File: config.mk
export PLATFORM = sky130hd
export DESIGN_NAME = dhcp_option_parser
export DESIGN_NICKNAME = d
export VERILOG_FILES = /design/src/hw/rtl/dop_pkg.sv /design/src/hw/rtl/dhcp_option_parser.sv /design/src/hw/rtl/dop_front.sv /design/src/hw/rtl/dop_queue.sv /design/src/hw/rtl/dop_back.sv
export SDC_FILE = /design/constraint.sdc
export NUM_CORES = 1
export LEC_CHECK = 0
export ABC_CLOCK_PERIOD_IN_PS = 8300
export BUFFER_PORTS_ARGS = -buffer_cell sky130_fd_sc_hd__buf_2
export CELL_PAD_IN_SITES_DETAIL_PLACEMENT = 1
export CELL_PAD_IN_SITES_GLOBAL_PLACEMENT = 1
export CORE_MARGIN = 1
export CORE_UTILIZATION = 45
export DETAILED_ROUTE_END_ITERATION = 10
export PLACE_DENSITY_LB_ADDON = 0.1
export SLEW_MARGIN = 20
export SYNTH_ARGS = -nofsm -noshare
export SYNTH_HDL_FRONTEND = slang
export SYNTH_SLANG_ARGS = --single-unit
File: constraint.sdc
create_clock -name clock -period 8.3 [get_ports clock]
set_clock_uncertainty 0.15 [all_clocks]
set_input_delay 2.49 -clock clock [delete_from_list [all_inputs] [get_ports clock]]
set_output_delay 2.49 -clock clock [all_outputs]
set_load 0.02 [all_outputs]
File: src/hw/rtl/dop_pkg.sv
// dop_pkg: shared types and option codes for the dhcp option parser
// no dependencies; imported by every module of the block
`default_nettype none

package dop_pkg;

   // option codes
   localparam logic [7:0] OPT_PAD       = 8'd0;
   localparam logic [7:0] OPT_MASK      = 8'd1;
   localparam logic [7:0] OPT_ROUTER    = 8'd3;
   localparam logic [7:0] OPT_DNS       = 8'd6;
   localparam logic [7:0] OPT_BCAST     = 8'd28;
   localparam logic [7:0] OPT_DHCP_TYPE = 8'd53;
   localparam logic [7:0] OPT_SERVER    = 8'd54;
   localparam logic [7:0] OPT_END       = 8'd255;

   // message type when none present
   localparam logic [7:0] TYPE_NONE     = 8'd255;

   // result status codes
   localparam logic STATUS_END_SEEN  = 1'b0;
   localparam logic STATUS_TRUNCATED = 1'b1;

   // bytes of an address value
   localparam logic [2:0] ADDR_BYTES = 3'd4;

   typedef enum logic [1:0] {
      PH_CODE  = 2'd0,
      PH_LEN   = 2'd1,
      PH_VALUE = 2'd2
   } phase_type;

   typedef struct packed {
      logic [7:0]  opt_byte;
      logic        start_req;
      logic        frame_end;
      logic [31:0] your_ip;
   } req_type;

   typedef struct packed {
      logic        status;
      logic [7:0]  message_type;
      logic [31:0] client_ip;
      logic [31:0] server_ip;
      logic [31:0] subnet_mask;
      logic [31:0] broadcast_ip;
      logic [31:0] router_ip;
      logic [31:0] dns_ip;
   } rsp_type;

   // action word passed from the front walker to the back end
   typedef struct packed {
      logic        start;
      logic [31:0] ip;
      logic        set_type;
      logic [7:0]  type_val;
      logic        commit;
      logic [7:0]  code;
      logic [31:0] value;
      logic        emit;
      logic        status;
   } cmd_type;

endpackage

`default_nettype wire

File: src/hw/rtl/dhcp_option_parser.sv
// dhcp_option_parser: top level of the dhcp reply options walker
// depends on dop_pkg, dop_front, dop_queue, dop_back
//
//   channel  | direction | handshake          | word
//   req_     | in        | req_valid/ready    | one options byte plus start/end marks
//   rsp_     | out       | rsp_valid/ready    | one result per message
//
// one byte is taken per cycle while the queue has room; the front walker updates its state in that cycle.
// a result passes from the walker through the queue word and then the result register.
// the queue (QueueDepth words) lets the walker keep taking bytes while a result waits.
// reset is synchronous and clears the walker, the queue and all held addresses.
// req_ready drops only when the queue is full, i.e. after a long rsp_ready stall.
`default_nettype none

module dhcp_option_parser #(
   parameter int QueueDepth = 4
) (
   input  wire                 clock,
   input  wire                 reset,
   input  wire                 req_valid,
   output logic                req_ready,
   input  dop_pkg::req_type    req_data,
   output logic                rsp_valid,
   input  wire                 rsp_ready,
   output dop_pkg::rsp_type    rsp_data
);
   import dop_pkg::*;

   logic    push, push_ready, pop, pop_valid;
   cmd_type push_data, pop_data;

   // record walker
   dop_front u_front (
      .clock     (clock),
      .reset     (reset),
      .req_valid (req_valid),
      .req_ready (req_ready),
      .req_data  (req_data),
      .q_ready   (push_ready),
      .cmd_valid (push),
      .cmd_data  (push_data)
   );

   // action queue
   dop_queue #(
      .Depth (QueueDepth)
   ) u_queue (
      .clock      (clock),
      .reset      (reset),
      .push       (push),
      .push_data  (push_data),
      .push_ready (push_ready),
      .pop        (pop),
      .pop_valid  (pop_valid),
      .pop_data   (pop_data)
   );

   // held values and result register
   dop_back u_back (
      .clock     (clock),
      .reset     (reset),
      .cmd_valid (pop_valid),
      .cmd_data  (pop_data),
      .cmd_pop   (pop),
      .rsp_valid (rsp_valid),
      .rsp_ready (rsp_ready),
      .rsp_data  (rsp_data)
   );

endmodule

`default_nettype wire

File: src/hw/rtl/dop_front.sv
// dop_front: walks code/length/value records one byte per cycle while the queue has room
// depends on dop_pkg; pushes action words into dop_queue
`default_nettype none

module dop_front (
   input  wire                 clock,
   input  wire                 reset,
   input  wire                 req_valid,
   output logic                req_ready,
   input  dop_pkg::req_type    req_data,
   input  wire                 q_ready,
   output logic                cmd_valid,
   output dop_pkg::cmd_type    cmd_data
);
   import dop_pkg::*;

   phase_type   phase_ff, phase_in, phase_cur;
   logic [7:0]  code_ff, code_in, code_cur;
   logic [7:0]  left_ff, left_in, left_cur;
   logic [2:0]  pos_ff, pos_in, pos_cur;
   logic [31:0] shift_ff, shift_in, shift_cur;
   logic        closed_ff, closed_in, closed_cur;
   logic        ended;
   logic        accept;
   logic        need;
   logic [7:0]  b;

   assign req_ready = q_ready;
   assign accept    = req_valid && q_ready;
   assign b         = req_data.opt_byte;

   // per-byte record walk
   always_comb begin
      phase_cur  = req_data.start_req ? PH_CODE : phase_ff;
      code_cur   = req_data.start_req ? 8'd0    : code_ff;
      left_cur   = req_data.start_req ? 8'd0    : left_ff;
      pos_cur    = req_data.start_req ? 3'd0    : pos_ff;
      shift_cur  = req_data.start_req ? 32'd0   : shift_ff;
      closed_cur = req_data.start_req ? 1'b0    : closed_ff;

      phase_in  = phase_cur;
      code_in   = code_cur;
      left_in   = left_cur;
      pos_in    = pos_cur;
      shift_in  = shift_cur;
      closed_in = closed_cur;
      ended     = 1'b0;

      cmd_data          = '0;
      cmd_data.start    = req_data.start_req;
      cmd_data.ip       = req_data.your_ip;
      cmd_data.type_val = b;
      cmd_data.code     = code_cur;

      if (!closed_cur) begin
         case (phase_cur)
            PH_LEN: begin
               left_in  = b;
               pos_in   = 3'd0;
               shift_in = 32'd0;
               phase_in = (b == OPT_PAD) ? PH_CODE : PH_VALUE;
            end
            PH_VALUE: begin
               if (pos_cur < ADDR_BYTES) begin
                  if (pos_cur == 3'd0 && code_cur == OPT_DHCP_TYPE) begin
                     cmd_data.set_type = 1'b1;
                  end
                  shift_in = {shift_cur[23:0], b};
                  pos_in   = pos_cur + 3'd1;
                  if (pos_in == ADDR_BYTES) begin
                     cmd_data.commit = 1'b1;
                  end
               end
               left_in = left_cur - 8'd1;
               if (left_in == 8'd0) begin
                  phase_in = PH_CODE;
               end
            end
            default: begin
               if (b == OPT_END) begin
                  closed_in       = 1'b1;
                  phase_in        = PH_CODE;
                  ended           = 1'b1;
                  cmd_data.emit   = 1'b1;
                  cmd_data.status = STATUS_END_SEEN;
               end else if (b != OPT_PAD) begin
                  code_in  = b;
                  phase_in = PH_LEN;
               end
            end
         endcase

         // last byte of the area without an end code
         if (!ended && req_data.frame_end) begin
            closed_in       = 1'b1;
            phase_in        = PH_CODE;
            cmd_data.emit   = 1'b1;
            cmd_data.status = STATUS_TRUNCATED;
         end
      end

      cmd_data.value = shift_in;
      need      = cmd_data.start | cmd_data.set_type | cmd_data.commit | cmd_data.emit;
      cmd_valid = accept && need;
   end

   // walker state
   always_ff @(posedge clock) begin
      if (reset) begin
         phase_ff  <= PH_CODE;
         code_ff   <= 8'd0;
         left_ff   <= 8'd0;
         pos_ff    <= 3'd0;
         shift_ff  <= 32'd0;
         closed_ff <= 1'b0;
      end else if (accept) begin
         phase_ff  <= phase_in;
         code_ff   <= code_in;
         left_ff   <= left_in;
         pos_ff    <= pos_in;
         shift_ff  <= shift_in;
         closed_ff <= closed_in;
      end
   end

endmodule

`default_nettype wire

File: src/hw/rtl/dop_queue.sv
// dop_queue: small first-in first-out queue of action words
// depends on dop_pkg; sits between dop_front and dop_back
`default_nettype none

module dop_queue #(
   parameter int Depth = 4
) (
   input  wire                 clock,
   input  wire                 reset,
   input  wire                 push,
   input  dop_pkg::cmd_type    push_data,
   output logic                push_ready,
   input  wire                 pop,
   output logic                pop_valid,
   output dop_pkg::cmd_type    pop_data
);
   import dop_pkg::*;

   localparam int PW = (Depth > 1) ? $clog2(Depth) : 1;
   localparam int CW = $clog2(Depth + 1);

   cmd_type       entry_ff [Depth];
   logic [PW-1:0] wr_ff, wr_in;
   logic [PW-1:0] rd_ff, rd_in;
   logic [CW-1:0] count_ff, count_in;
   logic          do_push, do_pop;

   assign push_ready = (count_ff != CW'(Depth));
   assign pop_valid  = (count_ff != '0);
   assign pop_data   = entry_ff[rd_ff];
   assign do_push    = push && push_ready;
   assign do_pop     = pop && pop_valid;

   // pointer and count update
   always_comb begin
      wr_in    = wr_ff;
      rd_in    = rd_ff;
      count_in = count_ff;
      if (do_push) begin
         wr_in = (wr_ff == PW'(Depth - 1)) ? '0 : wr_ff + PW'(1);
      end
      if (do_pop) begin
         rd_in = (rd_ff == PW'(Depth - 1)) ? '0 : rd_ff + PW'(1);
      end
      if (do_push && !do_pop) begin
         count_in = count_ff + CW'(1);
      end else if (!do_push && do_pop) begin
         count_in = count_ff - CW'(1);
      end
   end

   always_ff @(posedge clock) begin
      if (reset) begin
         wr_ff    <= '0;
         rd_ff    <= '0;
         count_ff <= '0;
      end else begin
         wr_ff    <= wr_in;
         rd_ff    <= rd_in;
         count_ff <= count_in;
      end
   end

   // entry storage
   always_ff @(posedge clock) begin
      if (do_push) begin
         entry_ff[wr_ff] <= push_data;
      end
   end

endmodule

`default_nettype wire

File: src/hw/rtl/dop_back.sv
// dop_back: applies action words to the held values and issues results
// depends on dop_pkg; fed by dop_queue, drives the result channel
`default_nettype none

module dop_back (
   input  wire                 clock,
   input  wire                 reset,
   input  wire                 cmd_valid,
   input  dop_pkg::cmd_type    cmd_data,
   output logic                cmd_pop,
   output logic                rsp_valid,
   input  wire                 rsp_ready,
   output dop_pkg::rsp_type    rsp_data
);
   import dop_pkg::*;

   logic [31:0] ip_ff, ip_in;
   logic [7:0]  type_ff, type_in;
   logic [31:0] server_ff, server_in;
   logic [31:0] mask_ff, mask_in;
   logic [31:0] bcast_ff, bcast_in;
   logic [31:0] router_ff, router_in;
   logic [31:0] dns_ff, dns_in;
   logic        rsp_valid_ff, rsp_valid_in;
   rsp_type     rsp_data_ff, rsp_data_in;

   // take a word unless it emits into a full output register that rsp_ready is not draining
   assign cmd_pop   = cmd_valid && (!cmd_data.emit || !rsp_valid_ff || rsp_ready);
   assign rsp_valid = rsp_valid_ff;
   assign rsp_data  = rsp_data_ff;

   // held values after this word
   always_comb begin
      ip_in     = cmd_data.start ? cmd_data.ip : ip_ff;
      type_in   = cmd_data.start ? TYPE_NONE   : type_ff;
      server_in = server_ff;
      mask_in   = mask_ff;
      bcast_in  = bcast_ff;
      router_in = router_ff;
      dns_in    = dns_ff;
      if (cmd_data.set_type) begin
         type_in = cmd_data.type_val;
      end
      if (cmd_data.commit) begin
         case (cmd_data.code)
            OPT_MASK:   mask_in   = cmd_data.value;
            OPT_ROUTER: router_in = cmd_data.value;
            OPT_DNS:    dns_in    = cmd_data.value;
            OPT_BCAST:  bcast_in  = cmd_data.value;
            OPT_SERVER: server_in = cmd_data.value;
            default:    ;
         endcase
      end

      rsp_data_in.status       = cmd_data.status;
      rsp_data_in.message_type = type_in;
      rsp_data_in.client_ip    = ip_in;
      rsp_data_in.server_ip    = server_in;
      rsp_data_in.subnet_mask  = mask_in;
      rsp_data_in.broadcast_ip = bcast_in;
      rsp_data_in.router_ip    = router_in;
      rsp_data_in.dns_ip       = dns_in;

      if (cmd_pop && cmd_data.emit) begin
         rsp_valid_in = 1'b1;
      end else if (rsp_ready) begin
         rsp_valid_in = 1'b0;
      end else begin
         rsp_valid_in = rsp_valid_ff;
      end
   end

   always_ff @(posedge clock) begin
      if (reset) begin
         ip_ff        <= 32'd0;
         type_ff      <= TYPE_NONE;
         server_ff    <= 32'd0;
         mask_ff      <= 32'd0;
         bcast_ff     <= 32'd0;
         router_ff    <= 32'd0;
         dns_ff       <= 32'd0;
         rsp_valid_ff <= 1'b0;
      end else begin
         if (cmd_pop) begin
            ip_ff     <= ip_in;
            type_ff   <= type_in;
            server_ff <= server_in;
            mask_ff   <= mask_in;
            bcast_ff  <= bcast_in;
            router_ff <= router_in;
            dns_ff    <= dns_in;
         end
         rsp_valid_ff <= rsp_valid_in;
      end
   end

   // result register
   always_ff @(posedge clock) begin
      if (cmd_pop && cmd_data.emit) begin
         rsp_data_ff <= rsp_data_in;
      end
   end

endmodule

`default_nettype wire
==> flow_summary.toml <==
[setup_path]
critPathKind = "primary input to register"
required_ns = 8.45
worst-path-max-fanout = 52
crit_chain = "buf_2 > inv_1 > nand2_1 > inv_1 > ha_1 > nor4bb_1 > nand4_1 > a211o_1 > nand2_1 > and2_4 > buf_12"
endpoint_kind = "register"
critPathLaunchType = "primary input"
slowest_delay_ns = 0.78
cp_slowest_cell = "and2_4"
cp_data_arrival_time_ns = 6.35

[clock_tree]
cts.htree.levels = 3
cts_resized = 0
clk_pin_slew_ns = 0.06
numCtsBuffers = 83
clockBufferDepth = 3
cts_tree = "done"
cts_root_buf = "clkbuf_16"
clock_latency_ns = 0.64
post_cts_buffers = 0
cts.sinks = 805
ctsHoldBuffers = 0

[yosys]
netlist_instances = 2134
synth-seq-cells = 805
synth.yosys.seq_area_share = 0.675
synth_top_area_share = 0.509
ys_async_sr_fraction = 0
avgSynthCellArea_um2 = 15.0
synthTopCellsByArea = "edfxtp_1 51%, dfxtp_1 17%, mux4_2 5.9%"
synth-edff-count = 541
synth_warnings = 0
synth_top_area_cell = "edfxtp_1"
syn_area_mm2 = 0.0319
synth.net_count = 2195
ys.flop_type = "edfxtp_1"
synth_cell_types = 65

[power]
irDropWorstVdd_v = 0.000257
p_leak_nw = 13.5
p_int_mw = 8.25
clkPwrFrac = 0.309
p_switching_mw = 3.87
combPwrFrac = 0.249
pwr-share-seq = 0.442
swShare = 0.319
cellPowerDensity_mw_per_mm2 = 328

[layout]
fin_nets = 2421
fin_area_mm2 = 0.0369
drive_above_1_share = 0.292
fillers = 6856
fin_cells = 3371
area_growth_pct = 15.7

[global_route]
use_met1 = 0.283
grt_pass1_wl_um = 118000
grt_max_degree = 156
gr-usage-all-layers = 0.218
use_met3 = 0.0347
global_route.usage.met2 = 0.375
grt.busiest_layer = "met2"
antenna_found_initial = 3
grt_pass1_vias = 19665
grt.overflow.total = 0

[die]
die_w_um = 268
die_area_mm2 = 0.0720
rows = 97
start_util = 0.455
num_io_pins = 249
core_mm2 = 0.0701
die_height_um = 268

[timing]
setup_slack_ns = 2.10
final.min_clock_period_ns = 6.20
period_share = 0.747
final_max_slew_viol_count = 0
max_freq_mhz = 161
tns_ns = 0
setup_viol = 0
finalHoldWorstSlack_ns = 0.321
hold_viol_final = 0
rsz0062_at_grt = "no"
worst_slew_pin_slew_ns = 1.10
relSlewSlack = 0.267

[place]
gp_congestion = 0.788
post-place-ws_ns = 1.43
dp_cells = 3215
dpl-instance-area_mm2 = 0.0341
portBuffers = 248
hpwl_um = 46300

[route]
first_pass_iters = 5
finalWirelength_um = 78400
drt_iter0_markers = 1197
antenna_left = 0
wl_per_cell_um = 23.2
drc_errors = 0
vias = 18407
via_per_inst = 5.46

[flow_run]
cap_violations = 0

[worst_hold_path]
hp-class = "register to register"

[outcome]
status = "complete, no violations"
[final cells by class]
type / count / area [um^2] / share of cell area
clock buffer: 122 / 2390 / 0.0648
clock inverter: 33 / 378 / 0.0102
sequential: 805 / 21500 / 0.583
inverter: 16 / 61.3 / 0.00166
timing repair buffer: 272 / 1510 / 0.0408
antenna: 1 / 2.50 / 0.0000678
multi-input combinational: 1182 / 9860 / 0.267
tap: 940 / 1180 / 0.0319
[state kept, by name, indices dropped and copies added (netlist names), named ones only]
signal,cells
u_back.rsp_valid,1
u_queue.rd_ff,2
u_front.shift_ff,32
u_front.closed_ff,1
u_front.pos_ff,3
u_queue.count_ff,3
u_front.code_ff,8
u_front.phase_ff,2
u_front.left_ff,8
u_back.server_ff,32
u_back.dns_ff,32
u_queue.entry_ff,340
u_back.ip_ff,32
u_queue.wr_ff,2
u_back.rsp_data,201
u_back.type_ff,8
u_back.mask_ff,32
u_back.router_ff,32
u_back.bcast_ff,32
[Yosys cell counts (2+ instances only)]
cell type,number
and2_1,18
ha_1,14
a22oi_1,30
nor4b_1,2
clkbuf_1,95
mux4_2,83
a21oi_1,63
o211ai_1,10
nand2_1,92
mux2_4,30
mux2_2,163
nand3b_1,3
nor2_1,143
or2_2,4
o22a_1,8
o31ai_1,3
xor2_1,3
o21bai_1,2
nand2b_1,132
a211oi_1,2
o21ai_0,85
nand4_1,4
or3_1,7
or4_1,2
buf_2,19
buf_6,3
inv_1,15
buf_1,13
mux2i_1,131
or2_1,3
nor2b_1,46
o21ba_2,2
nand4b_1,2
o21ai_1,3
nor4_1,2
a21o_1,3
a31oi_1,3
a211o_1,10
dfxtp_1,264
nand3_1,13
edfxtp_1,541
nor3_1,40
[cells by family after synthesis]
family,share of synthesized area
mux,0.171
flops,0.675
fa+ha+maj,0.00612
buf+inv,0.0189
compound gates,0.0442
simple gates,0.0837
xor+xnor,0.00110
[routing by layer]
layer | wire length (um) | share of wire
met1 | 33800 | 0.43
met2 | 39600 | 0.51
met3 | 3470 | 0.044
met4 | 1460 | 0.019
met5 | 26 | 0.00033
[placed cells by master (no fill, tap or decap), drive strengths merged, types with 14 or more instances in the layout]
master	synthesis	layout
mux2i	131	131
nor2b	46	46
a22oi	30	30
buf	36	271
inv	15	18
o21ai	88	88
clkinv	1	23
mux4	83	83
a21oi	64	64
nor3	41	41
nor2	143	143
nand2b	132	132
edfxtp	541	541
and2	18	18
nand2	92	92
mux2	193	193
clkbuf	95	123
dfxtp	264	264
ha	14	14
[critical path, delay by kind of cell]
| family | cells | cell delay (ns) |
|---|---|---|
| AND/OR/NAND/NOR | 5 | 1.66 |
| AO/OA/AOI/OAI | 1 | 0.40 |
| adder cells (fa/ha/maj) | 1 | 0.41 |
| buffers and inverters | 4 | 1.34 |
[stage by stage]
stage | util | power, mW
after floorplan | - | 7.45
after global placement | 0.486 | 8.41
after detailed placement | 0.486 | 8.51
after CTS | 0.526 | 12.3
after global routing | 0.526 | 12.7
final | 0.526 | 12.1
[final timing paths]
check                                      start                       to  slack [ns]  cells past startpoint
worst max-delay path                req_data[33]  u_queue.entry_ff[0][68]        2.10                     11
worst min-delay path            u_queue.rd_ff[1]                 register        0.32                      2
worst max register to register          register     u_back.rsp_data[122]        4.16                      5
worst min register to register  u_queue.rd_ff[1]                 register        0.32                      2
[power by group through the flow]
stage	registers, mW	logic (mW)	clock network (mW)
2_1_floorplan	5.89	1.56	0
3_3_place_gp	5.42	2.98	0
3_5_place_dp	5.45	3.06	0
4_1_cts	5.37	3.08	3.83
5_1_grt	5.43	3.27	3.97
6_report	5.36	3.02	3.74
No activity file was read; power rests on OpenSTA's default activity.
